--- src/rtl/core/ksm_pkg.sv ---
// ----------------------------------------------------------------------------
// ksm_pkg
// Shared types, constants and the microcode table of the kill switch monitor.
// ----------------------------------------------------------------------------
package ksm_pkg;

   localparam int MAX_SWITCHES_DEF = 8;

   localparam int OP_W       = 1;
   localparam int INDEX_W    = 3;
   localparam int TIMEOUT_W  = 16;
   localparam int COUNT_W    = 4;
   localparam int STAMP_W    = 32;
   localparam int CSR_ADDR_W = 2;
   localparam int CSR_DATA_W = 16;

   localparam logic [TIMEOUT_W-1:0] TIMEOUT_RST = 16'd1000;
   localparam logic [COUNT_W-1:0]   COUNT_RST   = 4'd8;

   typedef enum logic [CSR_ADDR_W-1:0] {
      CSR_TIMEOUT = 2'd0,
      CSR_ACTIVE  = 2'd1,
      CSR_COUNT   = 2'd2
   } csr_index_type;

   typedef enum logic [OP_W-1:0] {
      OP_TICK   = 1'b0,
      OP_UPDATE = 1'b1
   } op_type;

   typedef enum logic [2:0] {
      ACT_WAIT     = 3'd0,
      ACT_NONE     = 3'd1,
      ACT_TICK     = 3'd2,
      ACT_SCAN     = 3'd3,
      ACT_EVAL     = 3'd4,
      ACT_UPDATE   = 3'd5,
      ACT_EMIT     = 3'd6
   } action_type;

   typedef enum logic [2:0] {
      JC_NEVER     = 3'd0,
      JC_ALWAYS    = 3'd1,
      JC_NO_REQ    = 3'd2,
      JC_UPDATE    = 3'd3,
      JC_INACTIVE  = 3'd4,
      JC_SCAN_MORE = 3'd5,
      JC_OUT_BUSY  = 3'd6
   } jump_cond_type;

   typedef logic [2:0] step_type;

   localparam step_type STEP_WAIT     = 3'd0;
   localparam step_type STEP_DISPATCH = 3'd1;
   localparam step_type STEP_TICK     = 3'd2;
   localparam step_type STEP_SCAN     = 3'd3;
   localparam step_type STEP_EVAL     = 3'd4;
   localparam step_type STEP_UPDATE   = 3'd5;
   localparam step_type STEP_EMIT     = 3'd6;

   // One control word per step; 'last' returns to the wait step when no jump
   typedef struct packed {
      action_type    action;
      jump_cond_type cond;
      step_type      target;
      logic          last;
   } ctrl_word_type;

   typedef struct packed {
      logic req_valid;
      logic is_update;
      logic active;
      logic scan_more;
      logic out_busy;
   } dp_status_type;

   function automatic ctrl_word_type ucode_rom(step_type step);
      ctrl_word_type word;
      case (step)
         STEP_WAIT:     word = '{ACT_WAIT,   JC_NO_REQ,    STEP_WAIT,   1'b0};
         STEP_DISPATCH: word = '{ACT_NONE,   JC_UPDATE,    STEP_UPDATE, 1'b0};
         STEP_TICK:     word = '{ACT_TICK,   JC_INACTIVE,  STEP_EMIT,   1'b0};
         STEP_SCAN:     word = '{ACT_SCAN,   JC_SCAN_MORE, STEP_SCAN,   1'b0};
         STEP_EVAL:     word = '{ACT_EVAL,   JC_ALWAYS,    STEP_EMIT,   1'b0};
         STEP_UPDATE:   word = '{ACT_UPDATE, JC_NEVER,     STEP_EMIT,   1'b0};
         STEP_EMIT:     word = '{ACT_EMIT,   JC_OUT_BUSY,  STEP_EMIT,   1'b1};
         default:       word = '{ACT_NONE,   JC_ALWAYS,    STEP_WAIT,   1'b0};
      endcase
      return word;
   endfunction

endpackage

--- src/rtl/core/ksm_req_if.sv ---
// ----------------------------------------------------------------------------
// ksm_req_if
// Request channel: tick or switch update items.
// ----------------------------------------------------------------------------
interface ksm_req_if;
   logic                           valid;
   logic                           ready;
   logic [ksm_pkg::OP_W-1:0]       operation;
   logic [ksm_pkg::INDEX_W-1:0]    switch_index;
   logic                           assert_kill;
   logic                           require_updates;

   modport source (output valid, operation, switch_index, assert_kill, require_updates,
                   input ready);
   modport sink   (input valid, operation, switch_index, assert_kill, require_updates,
                   output ready);
endinterface

--- src/rtl/core/ksm_rsp_if.sv ---
// ----------------------------------------------------------------------------
// ksm_rsp_if
// Response channel: kill state and events after each item.
// ----------------------------------------------------------------------------
interface ksm_rsp_if;
   logic                           valid;
   logic                           ready;
   logic                           kill_asserted;
   logic                           kill_event;
   logic                           enable_event;
   logic [ksm_pkg::STAMP_W-1:0]    last_change_ms;
   logic                           index_error;

   modport source (output valid, kill_asserted, kill_event, enable_event, last_change_ms,
                   index_error, input ready);
   modport sink   (input valid, kill_asserted, kill_event, enable_event, last_change_ms,
                   index_error, output ready);
endinterface

--- src/rtl/core/ksm_csr_if.sv ---
// ----------------------------------------------------------------------------
// ksm_csr_if
// Configuration write channel: register index and write data.
// ----------------------------------------------------------------------------
interface ksm_csr_if;
   logic                             valid;
   logic                             ready;
   logic [ksm_pkg::CSR_ADDR_W-1:0]   index;
   logic [ksm_pkg::CSR_DATA_W-1:0]   data;

   modport source (output valid, index, data, input ready);
   modport sink   (input valid, index, data, output ready);
endinterface

--- src/rtl/core/ksm_sequencer.sv ---
// ----------------------------------------------------------------------------
// ksm_sequencer
// Step counter over the microcode table with conditional jumps.
// ----------------------------------------------------------------------------
module ksm_sequencer (
   input  logic                      clock,
   input  logic                      reset,
   input  ksm_pkg::dp_status_type    status,
   output ksm_pkg::ctrl_word_type    ctrl
);

   ksm_pkg::step_type      step_ff;
   ksm_pkg::step_type      step_in;
   ksm_pkg::ctrl_word_type word;
   logic                   take;

   assign word = ksm_pkg::ucode_rom(step_ff);
   assign ctrl = word;

   always_comb begin
      case (word.cond)
         ksm_pkg::JC_NEVER:     take = 1'b0;
         ksm_pkg::JC_ALWAYS:    take = 1'b1;
         ksm_pkg::JC_NO_REQ:    take = !status.req_valid;
         ksm_pkg::JC_UPDATE:    take = status.is_update;
         ksm_pkg::JC_INACTIVE:  take = !status.active;
         ksm_pkg::JC_SCAN_MORE: take = status.scan_more;
         ksm_pkg::JC_OUT_BUSY:  take = status.out_busy;
         default:               take = 1'b0;
      endcase
   end

   always_comb begin
      if (take) begin
         step_in = word.target;
      end else if (word.last) begin
         step_in = ksm_pkg::STEP_WAIT;
      end else begin
         step_in = step_ff + 3'd1;
      end
   end

   always_ff @(posedge clock) begin
      if (reset) begin
         step_ff <= ksm_pkg::STEP_WAIT;
      end else begin
         step_ff <= step_in;
      end
   end

endmodule

--- src/rtl/core/ksm_datapath.sv ---
// ----------------------------------------------------------------------------
// ksm_datapath
// Switch table, clock, kill state, configuration and response register.
// ----------------------------------------------------------------------------
module ksm_datapath #(
   parameter int MAX_SWITCHES = ksm_pkg::MAX_SWITCHES_DEF
) (
   input  logic                      clock,
   input  logic                      reset,
   input  ksm_pkg::ctrl_word_type    ctrl,
   output ksm_pkg::dp_status_type    status,
   ksm_req_if.sink                   req_ch,
   ksm_rsp_if.source                 rsp_ch,
   ksm_csr_if.sink                   csr_ch
);

   localparam int IDX_W = (MAX_SWITCHES > 1) ? $clog2(MAX_SWITCHES) : 1;

   localparam int TW = ksm_pkg::TIMEOUT_W;
   localparam int SW = ksm_pkg::STAMP_W;

   // configuration
   logic [TW-1:0]                 timeout_ff, timeout_in;
   logic                          active_ff, active_in;
   logic [ksm_pkg::COUNT_W-1:0]   count_ff, count_in;

   // switch table
   logic                          enabled_ff [MAX_SWITCHES];
   logic                          enabled_in [MAX_SWITCHES];
   logic                          asserting_ff [MAX_SWITCHES];
   logic                          asserting_in [MAX_SWITCHES];
   logic                          refresh_ff [MAX_SWITCHES];
   logic                          refresh_in [MAX_SWITCHES];
   logic [TW-1:0]                 left_ff [MAX_SWITCHES];
   logic [TW-1:0]                 left_in [MAX_SWITCHES];

   logic                          kill_ff, kill_in;
   logic [SW-1:0]                 now_ff, now_in;
   logic [SW-1:0]                 stamp_ff, stamp_in;

   // per-item working state
   logic [IDX_W-1:0]              scan_idx_ff, scan_idx_in;
   logic                          seen_ff, seen_in;
   logic                          hit_ff, hit_in;
   logic                          kev_ff, kev_in;
   logic                          eev_ff, eev_in;
   logic                          ierr_ff, ierr_in;

   // latched request
   ksm_pkg::op_type               op_ff;
   logic [ksm_pkg::INDEX_W-1:0]   idx_ff;
   logic                          asrt_ff;
   logic                          need_ff;

   // response register
   logic                          rsp_valid_ff, rsp_valid_in;
   logic                          rsp_kill_ff;
   logic                          rsp_kev_ff;
   logic                          rsp_eev_ff;
   logic [SW-1:0]                 rsp_stamp_ff;
   logic                          rsp_ierr_ff;

   logic                          accept;
   logic                          out_busy;
   logic                          emit;
   logic                          csr_write;
   logic                          in_use;
   logic                          idx_ok;
   logic [IDX_W-1:0]              wsel;
   logic                          kill_eval;

   assign req_ch.ready = (ctrl.action == ksm_pkg::ACT_WAIT);
   assign accept       = req_ch.valid && req_ch.ready;
   assign out_busy     = rsp_valid_ff && !rsp_ch.ready;
   assign emit         = (ctrl.action == ksm_pkg::ACT_EMIT) && !out_busy;
   assign csr_ch.ready = 1'b1;
   assign csr_write    = csr_ch.valid;

   assign status.req_valid = req_ch.valid;
   assign status.is_update = (op_ff == ksm_pkg::OP_UPDATE);
   assign status.active    = active_ff;
   assign status.scan_more = (scan_idx_ff != IDX_W'(MAX_SWITCHES - 1));
   assign status.out_busy  = out_busy;

   assign in_use    = (32'(scan_idx_ff) < 32'(count_ff));
   assign idx_ok    = (32'(idx_ff) < 32'(count_ff)) && (32'(idx_ff) < MAX_SWITCHES);
   assign wsel      = IDX_W'(idx_ff);
   assign kill_eval = hit_ff || !seen_ff;

   always_comb begin
      timeout_in   = timeout_ff;
      active_in    = active_ff;
      count_in     = count_ff;
      enabled_in   = enabled_ff;
      asserting_in = asserting_ff;
      refresh_in   = refresh_ff;
      left_in      = left_ff;
      kill_in      = kill_ff;
      now_in       = now_ff;
      stamp_in     = stamp_ff;
      scan_idx_in  = scan_idx_ff;
      seen_in      = seen_ff;
      hit_in       = hit_ff;
      kev_in       = kev_ff;
      eev_in       = eev_ff;
      ierr_in      = ierr_ff;

      case (ctrl.action)
         ksm_pkg::ACT_WAIT: begin
            if (accept) begin
               kev_in  = 1'b0;
               eev_in  = 1'b0;
               ierr_in = 1'b0;
            end
         end
         ksm_pkg::ACT_TICK: begin
            now_in = now_ff + 32'd1;
            for (int i = 0; i < MAX_SWITCHES; i++) begin
               if (left_ff[i] != '0) begin
                  left_in[i] = left_ff[i] - 16'd1;
               end
            end
            scan_idx_in = '0;
            seen_in     = 1'b0;
            hit_in      = 1'b0;
         end
         ksm_pkg::ACT_SCAN: begin
            // countdowns were already advanced by this tick
            if (in_use && enabled_ff[scan_idx_ff]) begin
               seen_in = 1'b1;
               if (asserting_ff[scan_idx_ff] ||
                   (refresh_ff[scan_idx_ff] && left_ff[scan_idx_ff] == '0)) begin
                  hit_in = 1'b1;
               end
            end
            scan_idx_in = scan_idx_ff + 1'b1;
         end
         ksm_pkg::ACT_EVAL: begin
            if (kill_eval != kill_ff) begin
               kill_in  = kill_eval;
               stamp_in = now_ff;
               kev_in   = kill_eval;
               eev_in   = !kill_eval;
            end
         end
         ksm_pkg::ACT_UPDATE: begin
            if (!idx_ok) begin
               ierr_in = 1'b1;
            end else begin
               asserting_in[wsel] = asrt_ff;
               left_in[wsel]      = timeout_ff;
               refresh_in[wsel]   = need_ff;
               enabled_in[wsel]   = 1'b1;
               if (active_ff && asrt_ff) begin
                  kill_in  = 1'b1;
                  stamp_in = now_ff;
                  kev_in   = 1'b1;
               end
            end
         end
         default: begin
         end
      endcase

      // configuration is to arrive only while no item is in flight; the datapath itself does not enforce this
      if (csr_write) begin
         case (ksm_pkg::csr_index_type'(csr_ch.index))
            ksm_pkg::CSR_TIMEOUT: timeout_in = csr_ch.data;
            ksm_pkg::CSR_ACTIVE: begin
               if (csr_ch.data[0] && !active_ff) begin
                  stamp_in = now_ff;
               end
               active_in = csr_ch.data[0];
            end
            ksm_pkg::CSR_COUNT:   count_in = csr_ch.data[ksm_pkg::COUNT_W-1:0];
            default: begin
            end
         endcase
      end
   end

   always_comb begin
      if (emit) begin
         rsp_valid_in = 1'b1;
      end else if (rsp_ch.ready) begin
         rsp_valid_in = 1'b0;
      end else begin
         rsp_valid_in = rsp_valid_ff;
      end
   end

   always_ff @(posedge clock) begin
      if (reset) begin
         timeout_ff   <= ksm_pkg::TIMEOUT_RST;
         active_ff    <= 1'b0;
         count_ff     <= ksm_pkg::COUNT_RST;
         for (int i = 0; i < MAX_SWITCHES; i++) begin
            enabled_ff[i]   <= 1'b0;
            asserting_ff[i] <= 1'b0;
            refresh_ff[i]   <= 1'b0;
            left_ff[i]      <= '0;
         end
         kill_ff      <= 1'b1;
         now_ff       <= '0;
         stamp_ff     <= '0;
         scan_idx_ff  <= '0;
         seen_ff      <= 1'b0;
         hit_ff       <= 1'b0;
         kev_ff       <= 1'b0;
         eev_ff       <= 1'b0;
         ierr_ff      <= 1'b0;
         rsp_valid_ff <= 1'b0;
      end else begin
         timeout_ff   <= timeout_in;
         active_ff    <= active_in;
         count_ff     <= count_in;
         enabled_ff   <= enabled_in;
         asserting_ff <= asserting_in;
         refresh_ff   <= refresh_in;
         left_ff      <= left_in;
         kill_ff      <= kill_in;
         now_ff       <= now_in;
         stamp_ff     <= stamp_in;
         scan_idx_ff  <= scan_idx_in;
         seen_ff      <= seen_in;
         hit_ff       <= hit_in;
         kev_ff       <= kev_in;
         eev_ff       <= eev_in;
         ierr_ff      <= ierr_in;
         rsp_valid_ff <= rsp_valid_in;
      end
   end

   // payload registers
   always_ff @(posedge clock) begin
      if (accept) begin
         op_ff   <= ksm_pkg::op_type'(req_ch.operation);
         idx_ff  <= req_ch.switch_index;
         asrt_ff <= req_ch.assert_kill;
         need_ff <= req_ch.require_updates;
      end
      if (emit) begin
         rsp_kill_ff  <= kill_ff;
         rsp_kev_ff   <= kev_ff;
         rsp_eev_ff   <= eev_ff;
         rsp_stamp_ff <= stamp_ff;
         rsp_ierr_ff  <= ierr_ff;
      end
   end

   assign rsp_ch.valid          = rsp_valid_ff;
   assign rsp_ch.kill_asserted  = rsp_kill_ff;
   assign rsp_ch.kill_event     = rsp_kev_ff;
   assign rsp_ch.enable_event   = rsp_eev_ff;
   assign rsp_ch.last_change_ms = rsp_stamp_ff;
   assign rsp_ch.index_error    = rsp_ierr_ff;

endmodule

--- src/rtl/core/kill_switch_safety_monitor.sv ---
// ----------------------------------------------------------------------------
// kill_switch_safety_monitor
// Kill switch table with millisecond timeouts and aggregate kill decision.
// ----------------------------------------------------------------------------
// An item on req_ch is either a one millisecond tick or a switch update. An
// update writes one switch (asserting, needs-refresh, enabled) and reloads its
// countdown from timeout_ms; while the monitor is active an asserting update
// forces kill at once. A tick advances the millisecond clock, counts every
// countdown down and, while active, rescans the switches in use: kill
// holds if any enabled switch asserts or needs refresh and has expired,
// or if none is enabled. Each item returns exactly one response on rsp_ch.
// An item is accepted in the wait step. An update then passes the dispatch,
// update and emit steps, and a tick while the monitor is inactive the
// dispatch, tick and emit steps; an active tick passes dispatch, tick, the
// scan loop of the microcoded sequencer, which reads one switch per cycle
// over all MAX_SWITCHES entries, eval and emit. One item is
// in flight at a time; a new item is taken while the previous response still
// waits in the output register, and the sequencer holds at its last step
// until that register frees. Write csr_ch only while no item is in flight;
// writes are always taken at once.
// ----------------------------------------------------------------------------
module kill_switch_safety_monitor #(
   parameter int MAX_SWITCHES = ksm_pkg::MAX_SWITCHES_DEF
) (
   input  logic          clock,
   input  logic          reset,
   ksm_req_if.sink       req_ch,
   ksm_rsp_if.source     rsp_ch,
   ksm_csr_if.sink       csr_ch
);

   ksm_pkg::ctrl_word_type ctrl;
   ksm_pkg::dp_status_type status;

   // step counter and microcode table
   ksm_sequencer u_seq (
      .clock  (clock),
      .reset  (reset),
      .status (status),
      .ctrl   (ctrl)
   );

   // switch table, clock, kill state and output register
   ksm_datapath #(
      .MAX_SWITCHES (MAX_SWITCHES)
   ) u_dp (
      .clock  (clock),
      .reset  (reset),
      .ctrl   (ctrl),
      .status (status),
      .req_ch (req_ch),
      .rsp_ch (rsp_ch),
      .csr_ch (csr_ch)
   );

endmodule

--- src/flat_wrapper.sv ---
// flat-port wrapper written by rule: the top's interface ports become plain ports
module kill_switch_safety_monitor_flat 
#(
   parameter int MAX_SWITCHES = ksm_pkg::MAX_SWITCHES_DEF
)
  (clock, reset, req_ch_valid, req_ch_operation, req_ch_switch_index, req_ch_assert_kill, req_ch_require_updates, req_ch_ready, rsp_ch_valid, rsp_ch_kill_asserted, rsp_ch_kill_event, rsp_ch_enable_event, rsp_ch_last_change_ms, rsp_ch_index_error, rsp_ch_ready, csr_ch_valid, csr_ch_index, csr_ch_data, csr_ch_ready);
  ksm_req_if req_ch_i ();
  ksm_rsp_if rsp_ch_i ();
  ksm_csr_if csr_ch_i ();
  input  logic clock;
  input  logic reset;
  input wire logic [$bits(req_ch_i.valid)-1:0] req_ch_valid;
  input wire logic [$bits(req_ch_i.operation)-1:0] req_ch_operation;
  input wire logic [$bits(req_ch_i.switch_index)-1:0] req_ch_switch_index;
  input wire logic [$bits(req_ch_i.assert_kill)-1:0] req_ch_assert_kill;
  input wire logic [$bits(req_ch_i.require_updates)-1:0] req_ch_require_updates;
  output wire logic [$bits(req_ch_i.ready)-1:0] req_ch_ready;
  output wire logic [$bits(rsp_ch_i.valid)-1:0] rsp_ch_valid;
  output wire logic [$bits(rsp_ch_i.kill_asserted)-1:0] rsp_ch_kill_asserted;
  output wire logic [$bits(rsp_ch_i.kill_event)-1:0] rsp_ch_kill_event;
  output wire logic [$bits(rsp_ch_i.enable_event)-1:0] rsp_ch_enable_event;
  output wire logic [$bits(rsp_ch_i.last_change_ms)-1:0] rsp_ch_last_change_ms;
  output wire logic [$bits(rsp_ch_i.index_error)-1:0] rsp_ch_index_error;
  input wire logic [$bits(rsp_ch_i.ready)-1:0] rsp_ch_ready;
  input wire logic [$bits(csr_ch_i.valid)-1:0] csr_ch_valid;
  input wire logic [$bits(csr_ch_i.index)-1:0] csr_ch_index;
  input wire logic [$bits(csr_ch_i.data)-1:0] csr_ch_data;
  output wire logic [$bits(csr_ch_i.ready)-1:0] csr_ch_ready;
  assign req_ch_i.valid = req_ch_valid;
  assign req_ch_i.operation = req_ch_operation;
  assign req_ch_i.switch_index = req_ch_switch_index;
  assign req_ch_i.assert_kill = req_ch_assert_kill;
  assign req_ch_i.require_updates = req_ch_require_updates;
  assign req_ch_ready = req_ch_i.ready;
  assign rsp_ch_valid = rsp_ch_i.valid;
  assign rsp_ch_kill_asserted = rsp_ch_i.kill_asserted;
  assign rsp_ch_kill_event = rsp_ch_i.kill_event;
  assign rsp_ch_enable_event = rsp_ch_i.enable_event;
  assign rsp_ch_last_change_ms = rsp_ch_i.last_change_ms;
  assign rsp_ch_index_error = rsp_ch_i.index_error;
  assign rsp_ch_i.ready = rsp_ch_ready;
  assign csr_ch_i.valid = csr_ch_valid;
  assign csr_ch_i.index = csr_ch_index;
  assign csr_ch_i.data = csr_ch_data;
  assign csr_ch_ready = csr_ch_i.ready;
  kill_switch_safety_monitor #(.MAX_SWITCHES(MAX_SWITCHES)) u_core (.clock(clock), .reset(reset), .req_ch(req_ch_i), .rsp_ch(rsp_ch_i), .csr_ch(csr_ch_i));
endmodule
--- config.mk ---
export PLATFORM = sky130hd
export DESIGN_NAME = kill_switch_safety_monitor_flat
export DESIGN_NICKNAME = d
export VERILOG_FILES = /design/src/rtl/core/ksm_pkg.sv /design/src/rtl/core/ksm_req_if.sv /design/src/rtl/core/ksm_rsp_if.sv /design/src/rtl/core/ksm_csr_if.sv /design/src/rtl/core/ksm_sequencer.sv /design/src/rtl/core/ksm_datapath.sv /design/src/rtl/core/kill_switch_safety_monitor.sv /design/src/flat_wrapper.sv
export SDC_FILE = /design/constraint.sdc
export NUM_CORES = 1
export LEC_CHECK = 0
export BUFFER_PORTS_ARGS = -buffer_cell sky130_fd_sc_hd__buf_2
export CAP_MARGIN = 25
export CORE_MARGIN = 2
export CORE_UTILIZATION = 62
export DETAILED_ROUTE_END_ITERATION = 12
export GPL_ROUTABILITY_DRIVEN = 0
export PLACE_DENSITY = 0.8
export SETUP_SLACK_MARGIN = 0.02
export SLEW_MARGIN = 20
export SYNTH_ARGS = -nofsm -noshare
export SYNTH_HDL_FRONTEND = slang
export SYNTH_SLANG_ARGS = --single-unit
--- constraint.sdc ---
create_clock -name clock -period 4.2 [get_ports clock]
set_input_delay 0.21 -clock clock [delete_from_list [all_inputs] [get_ports clock]]
set_output_delay 0.21 -clock clock [all_outputs]
set_load 0.02 [all_outputs]
After elaboration in Yosys (flattened, before gate mapping)
Index checks and enable logic that the tools add are counted.
- latch bits: 0
- memories: 0
- word-level logic and storage cells: 221
- register bits: 292
- input port bits: 29
- output and inout bits: 39
- RAM bits: 0
- ROM bits: 0
- reductions and logical operators: 53
- $mul: 0
- divide/modulo/power cells: 0
- $lt $le $gt $ge: 5
- equal/unequal tests: 36
- add/subtract/negate cells: 11
- muxes and demuxes: 58
- bitwise logic cells: 3
- shifts and indexed selects: 0
- operators with widths (kind ; count):
    128-bit one-hot mux with 2 select lines ; 1
    32-bit two-way mux ; 6
    16-bit two-way mux ; 11
    128-bit bitwise mux ; 1
    128-bit two-way mux ; 1
    16-bit nonzero test ; 8
    16-bit by 1-bit subtractor with 16-bit output (second input constant) ; 8
    10-bit one-hot mux with 7 select lines ; 1
    32-bit one-hot mux with 2 select lines ; 1
    16-bit binary-select mux with 3-bit select ; 1
    16-bit demux with 3-bit select ; 1
    3-bit AND reduction ; 11
    32-bit by 1-bit adder with 32-bit output (second input constant) ; 1
    2-bit inequality test (second input constant) ; 14
    3-bit equality test (second input constant) ; 9
    3-bit by 2-bit equality test with 1-bit output (second input constant) ; 6
    1-bit two-way mux ; 18
    8-bit bitwise mux ; 2
    16-bit zero test ; 1
    2-bit nonzero test ; 6
    1-bit one-hot mux with 2 select lines ; 5
    2-bit AND reduction ; 5
    1-bit binary-select mux with 3-bit select ; 3
    4-bit greater-or-equal comparator (second input constant) ; 2
    other kinds (24) ; 43

Logic depth before layout (Yosys ltp)
- depth after elaboration: 10
- gate-level depth with buffers: 13
- depth with buffers taken out: 8

Modules after synthesis
From an unflattened synthesis, not the netlist that was laid out.
- cells, all modules: 1757
- area total of the unflattened synthesis: 14517.7 sq um
- modules (own cells, without submodules) (module ; area each (sq um) ; seq. area each (sq um) ; cells an instance ; times used):
    ksm_datapath ; 14054.7 ; 6206.0 ; 1699 ; 1
    ksm_sequencer ; 462.9 ; 60.1 ; 58 ; 1

Least setup slack after synthesis
Ideal clock, no wire load.
- path type: reg-to-reg
- from: register u_core.u_seq.step_ff[1]
- to: register u_core.u_dp.rsp_eev_ff, in the netlist u_core.u_dp.rsp_ch.enable_event, enable pin
- arrival: 2932 ps
- clock period less this slack: 3362 ps
- path buffers: 3
- path slack: 838 ps
- stages on the path, launching flop included: 8
- cell sequence: dfxtp_1 > buf_2 > clkbuf_1 > and2_1 > ha_1 > clkbuf_1 > nand3b_1 > nor2_1
- cells in the longest elaborated chain, start to end: 4
- RTL lines (what ; RTL line ; source):
    from (decl) ; ksm_sequencer.sv:12 ; ksm_pkg::step_type step_ff;
    from (signal assigned) ; ksm_sequencer.sv:45 ; step_ff <= ksm_pkg::STEP_WAIT;
    from (signal assigned) ; ksm_sequencer.sv:47 ; step_ff <= step_in;
    3-bit equality test (tied with other cells) ; ksm_pkg.sv:79 ; case (step)
    10-bit one-hot mux with 7 select lines * ; ksm_pkg.sv:79 ;
    3-bit equality test * ; ksm_datapath.sv:75 ; assign emit = (ctrl.action == ksm_pkg::ACT_EMIT) && !out_busy;
    1-bit logical AND * ; ksm_datapath.sv:75 ;
    via u_core.u_dp.emit ; ksm_datapath.sv:65 ; logic emit;
    to (signal assigned) ; ksm_datapath.sv:245 ; rsp_eev_ff <= eev_ff;
    to (decl) ; ksm_datapath.sv:59 ; logic rsp_eev_ff;
Mark *: on every way through the listed nets, which the timed path passes. The rest lies on a longest branch.
A chain may end at the register's enable or synchronous reset.

Worst setup path after layout
- from: register u_core.u_seq.step_ff[2]
- to: register u_core.u_dp.left_ff[5] (netlist name)
- cells in the longest elaborated chain, start to end: 5
- RTL lines (what ; RTL line ; source):
    3-bit equality test (tied with other cells) ; ksm_pkg.sv:79 ;
    10-bit one-hot mux with 7 select lines * ; ksm_pkg.sv:79 ;
    3-bit by 2-bit equality test with 1-bit output / 3-bit equality test (equally long branches) ; ksm_datapath.sv:108 ; case (ctrl.action)
    2-bit inequality test (no line) / 2-bit nonzero test (equally long branches) ; - ;
    3-bit AND reduction (no line) ; - ;
    to (signal assigned) ; ksm_datapath.sv:220 ; left_ff <= left_in;
    to (decl) ; ksm_datapath.sv:34 ; logic [TW-1:0] left_ff [MAX_SWITCHES];
Every way passes the cells marked *; elsewhere a longest branch is shown, timed or not.

==> impl_summary.log <==
[metrics] Initial Util: 62.46%
[metrics] Fmax achieved: 271.8 MHz
[metrics] required time at the worst-slack endpoint: 4.66 ns
[metrics] number of synthesis warnings: 0
[metrics] startpoint type of the worst setup path: flop
[metrics] share of synthesized area spent on multiplexers: 1.335%
[metrics] core region area: 23260 um2
[metrics] endpoint type of the worst setup path: flop
[metrics] sum of routed wire length over all layers: 39630 um
[metrics] Port-buffer cells: 66
[metrics] final non-filler cell total: 2128
[metrics] detailed-router iteration count before antenna repair: 6
[metrics] antenna viol nets, final: 0
[metrics] Critical Path Slowest Stage Cell: sky130_fd_sc_hd__nor4bb_4
[metrics] final worst-path setup slack: 0.5213 ns
[metrics] first-iteration detailed-routing DRC count: 1370
[metrics] Netlist cell types: 74
[metrics] worst voltage drop across the vdd grid: 0.7554 mV
[metrics] Boundary Pins: 68
[metrics] fraction of synthesis flops using an asynchronous set or reset pin: 0%
[metrics] leakage power figure: 5.867 nW
[metrics] hold path depth: 2
[metrics] Buf+Inv Stages, Crit Path: 1
[metrics] number of hold violations in the final report: 0
[metrics] proportion of layout cells with a drive suffix above 1: 9.397%
[metrics] # DRC: 0
[metrics] xor/xnor share of the synthesized area: 3.134%
[metrics] average detailed-routed wire length per instance: 18.62 um
[metrics] Post-Synth Simple-Gate Area: 22.50%
[metrics] H-tree Lvls: 1
[metrics] Detailed Place HPWL: 23880 um
[metrics] clock transition at the register clock pins on the worst setup and hold paths after CTS: 0.06 ns
[metrics] class of the most critical hold timing path: in -> reg
[metrics] Crit Path Class: reg -> reg
[metrics] Hold Crit Start: reset
[metrics] die height: 157.1 um
[metrics] tightest slew margin relative to the limit: 39.38%
[metrics] worst min-delay path endpoint: u_core.u_dp.enabled_ff[4]
[metrics] worst reg2reg endpoint: u_core.u_dp.left_ff[5]
[metrics] DR vias/cell: 6.414
[metrics] row cnt: 56
[metrics] count of endpoints failing setup in the final report: 0
[metrics] most used flip-flop cell after synthesis: sky130_fd_sc_hd__dfxtp_1
[metrics] worst reg2reg path depth: 8
[metrics] Post-Syn Instances: 1774
[metrics] via count: 13650
[metrics] Setup Total Neg Slack: 0 ns
[metrics] clock tree from TritonCTS: built
[metrics] crit path cell chain: inv_2 -> ha_1 -> nor4bb_4 -> nand2_1 -> nor2_1 -> a22o_1 -> o21ai_0 -> a31o_2
[metrics] average cell area after synthesis: 8.191 um2
[metrics] # Post-CTS Setup Buffers: 0
[metrics] internal power: 0.008304 W
[metrics] setup repair after global routing missed its margin: false
[metrics] clock group share of total power: 19.2%
[metrics] Max-cap violations: 0
[metrics] total global routing overflow: 0
[metrics] Cell Pwr Density: 895.1 nW/um2
[metrics] Fill cells: 1838
[metrics] Final Slew Violations: 0
[metrics] Least-Margin Pin Slew: 0.9081 ns
[metrics] share of the clock period used by the worst path after layout: 87.59%
[metrics] Synth Area in Adders: 1.378%
[metrics] part of the Yosys area used for sequential elements: 43.12%
[metrics] Reg-to-Reg Start: u_core.u_seq.step_ff[2]
[metrics] antenna violations before repair: 0
[metrics] number of synthesized flops with an enable pin: 42
[metrics] Clock Latency Late Sink: 0.57 ns
[metrics] clock skew after layout: 0.01083 ns
[metrics] number of sinks on the clock net: 292
[metrics] mapped cell area: 14530 um2
[metrics] Die Span X: 157.1 um
[metrics] antenna diode count: 0
[metrics] highest net fanout along the worst path: 17
[metrics] number of storage elements in the synthesis netlist: 292
[metrics] setup slack of the worst register-to-register path: 0.52 ns
[metrics] maximum number of pins on one net before global-route repair: 78
[metrics] Final Power: 0.01453 W
[metrics] GRT Util Overall: 31.47%
[metrics] Synth-to-Final Area Change: 11.74%
[metrics] Worst Setup Slack post-DPL: 0.5911 ns
[metrics] final-stage net count: 1829
[metrics] first-pass GRT wire length: 63370 um
[metrics] area of the die: 24680 um2
[metrics] via count of the first global-routing pass: 12690
[metrics] number of buffers created by CTS: 31
[metrics] data arrival at the endpoint of the critical path: 4.14 ns
[metrics] share of the synthesized area in compound gates (AO/OA/AOI/OAI): 23.34%
[metrics] net switching power: 0.006229 W
[metrics] syn_nets: 1819
[metrics] Net Sw Frac: 42.86%
[metrics] Top delay family on crit path: simple AND/OR/NAND/NOR gates
[metrics] Worst path max stage delay: 0.65 ns
[metrics] CTS max path bufs: 3
[metrics] Final Critical Period: 3.679 ns
[metrics] Comb power frac: 52.7%
[metrics] main combinational cell family by area after synthesis: compound AO/OA/AOI/OAI gates
[metrics] status: finished clean
[metrics] placed instance count: 2044
[metrics] root buffer cell: sky130_fd_sc_hd__clkbuf_16
[metrics] part of the total power dissipated in sequential elements: 28.1%
-- sequential cells by signal, summed over array words and instances (netlist names), 3 cells and up --
register,flops
u_core.u_dp.idx_ff,3
u_core.u_dp.now_ff,32
u_core.u_dp.refresh_ff,8
u_core.u_dp.timeout_ff,16
u_core.u_dp.rsp_ch.last_change_ms,32
u_core.u_dp.scan_idx_ff,3
u_core.u_dp.enabled_ff,8
u_core.u_dp.left_ff,128
u_core.u_dp.count_ff,4
u_core.u_dp.asserting_ff,8
u_core.u_seq.step_ff,3
u_core.u_dp.stamp_ff,32
-- repair_timing --
item | in CTS | in global routing
gates resized for setup | 0 | 0
hold endpoints to repair | 28 | 0
hold buffers | 24 | 0
-- placed cells by master, fill, tap and decap left out, types with 17 or more instances in the layout --
cell type,netlist,final
sky130_fd_sc_hd__edfxtp_1,42,42
sky130_fd_sc_hd__clkbuf_16,0,31
sky130_fd_sc_hd__a211oi_1,31,31
sky130_fd_sc_hd__nor4_1,22,22
sky130_fd_sc_hd__buf_2,36,65
sky130_fd_sc_hd__nor2_1,189,188
sky130_fd_sc_hd__o21ai_0,140,140
sky130_fd_sc_hd__xor2_1,30,30
sky130_fd_sc_hd__a32o_1,20,20
sky130_fd_sc_hd__nor3_1,54,54
sky130_fd_sc_hd__nand3_1,51,51
sky130_fd_sc_hd__dfxtp_1,250,250
sky130_fd_sc_hd__nand2_1,189,189
sky130_fd_sc_hd__and2_1,17,17
sky130_fd_sc_hd__a22o_1,22,22
sky130_fd_sc_hd__dlygate4sd3_1,0,24
sky130_fd_sc_hd__a221oi_1,26,26
sky130_fd_sc_hd__a21oi_1,214,214
sky130_fd_sc_hd__nand3b_1,37,37
sky130_fd_sc_hd__xnor2_1,22,22
sky130_fd_sc_hd__inv_1,37,37
sky130_fd_sc_hd__buf_4,6,25
-- cell families (layout without fill, tap and decap cells) --
logic type	after synthesis	count (layout)
DFF	292	292
adders and majority gates	16	16
and+or+nand+nor	666	666
other	1	1
AOI/OAI and AO/OA	549	549
xor gates and xnor gates	52	52
buffers and inverters	180	215
muxes	18	18
-- per-layer routing --
layer  global-route usage [%]  part of all wire, %
met5                        0                    0
met4                    11.82                  3.8
met3                    5.699                  9.7
met2                    50.52                   45
met1                    42.53                   41
-- synthesized netlist by cell type, drive strengths merged (10+ instances only) --
| master | n | area [um2] |
|---|---|---|
| nand3b | 37 | 277.8 |
| nor2 | 189 | 709.4 |
| o31ai | 14 | 105.1 |
| nor3b | 12 | 105.1 |
| dfxtp | 250 | 5005 |
| a31oi | 14 | 87.58 |
| nand2 | 189 | 709.4 |
| a221oi | 26 | 227.7 |
| o21ai | 140 | 700.7 |
| or3 | 10 | 62.56 |
| nand2b | 10 | 62.56 |
| nor3 | 58 | 316.6 |
| or2 | 12 | 75.07 |
| a22oi | 11 | 87.58 |
| a211oi | 31 | 232.7 |
| a22o | 22 | 192.7 |
| mux2i | 16 | 160.2 |
| nand3 | 51 | 255.2 |
| edfxtp | 42 | 1261 |
| inv | 39 | 146.4 |
| buf | 51 | 266.5 |
| a21oi | 218 | 1106 |
| nor4 | 25 | 183.9 |
| nand4 | 14 | 87.58 |
| xnor2 | 22 | 192.7 |
| xor2 | 30 | 262.8 |
| and2 | 17 | 106.4 |
| ha | 16 | 200.2 |
| a32o | 20 | 200.2 |
| clkbuf | 90 | 337.8 |
-- metrics by stage --
step,hold WS (ns),utilization [%],instance area [um2]
5_1_grt,0.04936,69.79,16240
3_5_place_dp,0.3892,64.09,14910
2_1_floorplan,0.3089,-,14530
4_1_cts,0.0008616,69.62,16190
6_report,0.03777,69.79,16240
3_3_place_gp,0.3887,64.09,14910
-- final cells by class --
class,count,area (um2),area share (%)
multi-input cells,1302,7560,46.56
flip-flops and latches,292,6266,38.59
clock buffers,43,850.8,5.240
repair buffers,118,819.5,5.048
well taps,319,399.1,2.458
clock inverters,15,193.9,1.195
inverters,39,146.4,0.9017
-- power by group through the flow --
stage	clock [W]	sequential [W]	combinational [W]
global route	0.00292	0.00415	0.00855
global placement	0	0.00408	0.00718
floorplan	0	0.00393	0.00617
detailed placement	0	0.00411	0.00741
finish	0.00279	0.00408	0.00766
CTS	0.00281	0.00406	0.00750
-- worst max path at each step --
| stage | from | endpoint | slack, ns | cells past startpoint |
|---|---|---|---|---|
| 2_1_floorplan | u_core.u_seq.step_ff[1] | u_core.u_dp.rsp_ch.enable_event | 0.84 | 7 |
| 3_3_place_gp | u_core.u_seq.step_ff[2] | u_core.u_dp.left_ff[5] | 0.80 | 8 |
| 3_5_place_dp | u_core.u_seq.step_ff[2] | u_core.u_dp.left_ff[5] | 0.59 | 8 |
| 4_1_cts | u_core.u_seq.step_ff[2] | u_core.u_dp.left_ff[5] | 0.58 | 8 |
| 5_1_grt | u_core.u_seq.step_ff[2] | u_core.u_dp.left_ff[5] | 0.29 | 8 |
| 6_report | u_core.u_seq.step_ff[2] | u_core.u_dp.left_ff[5] | 0.52 | 8 |
No activity file was read; power rests on OpenSTA's default activity.
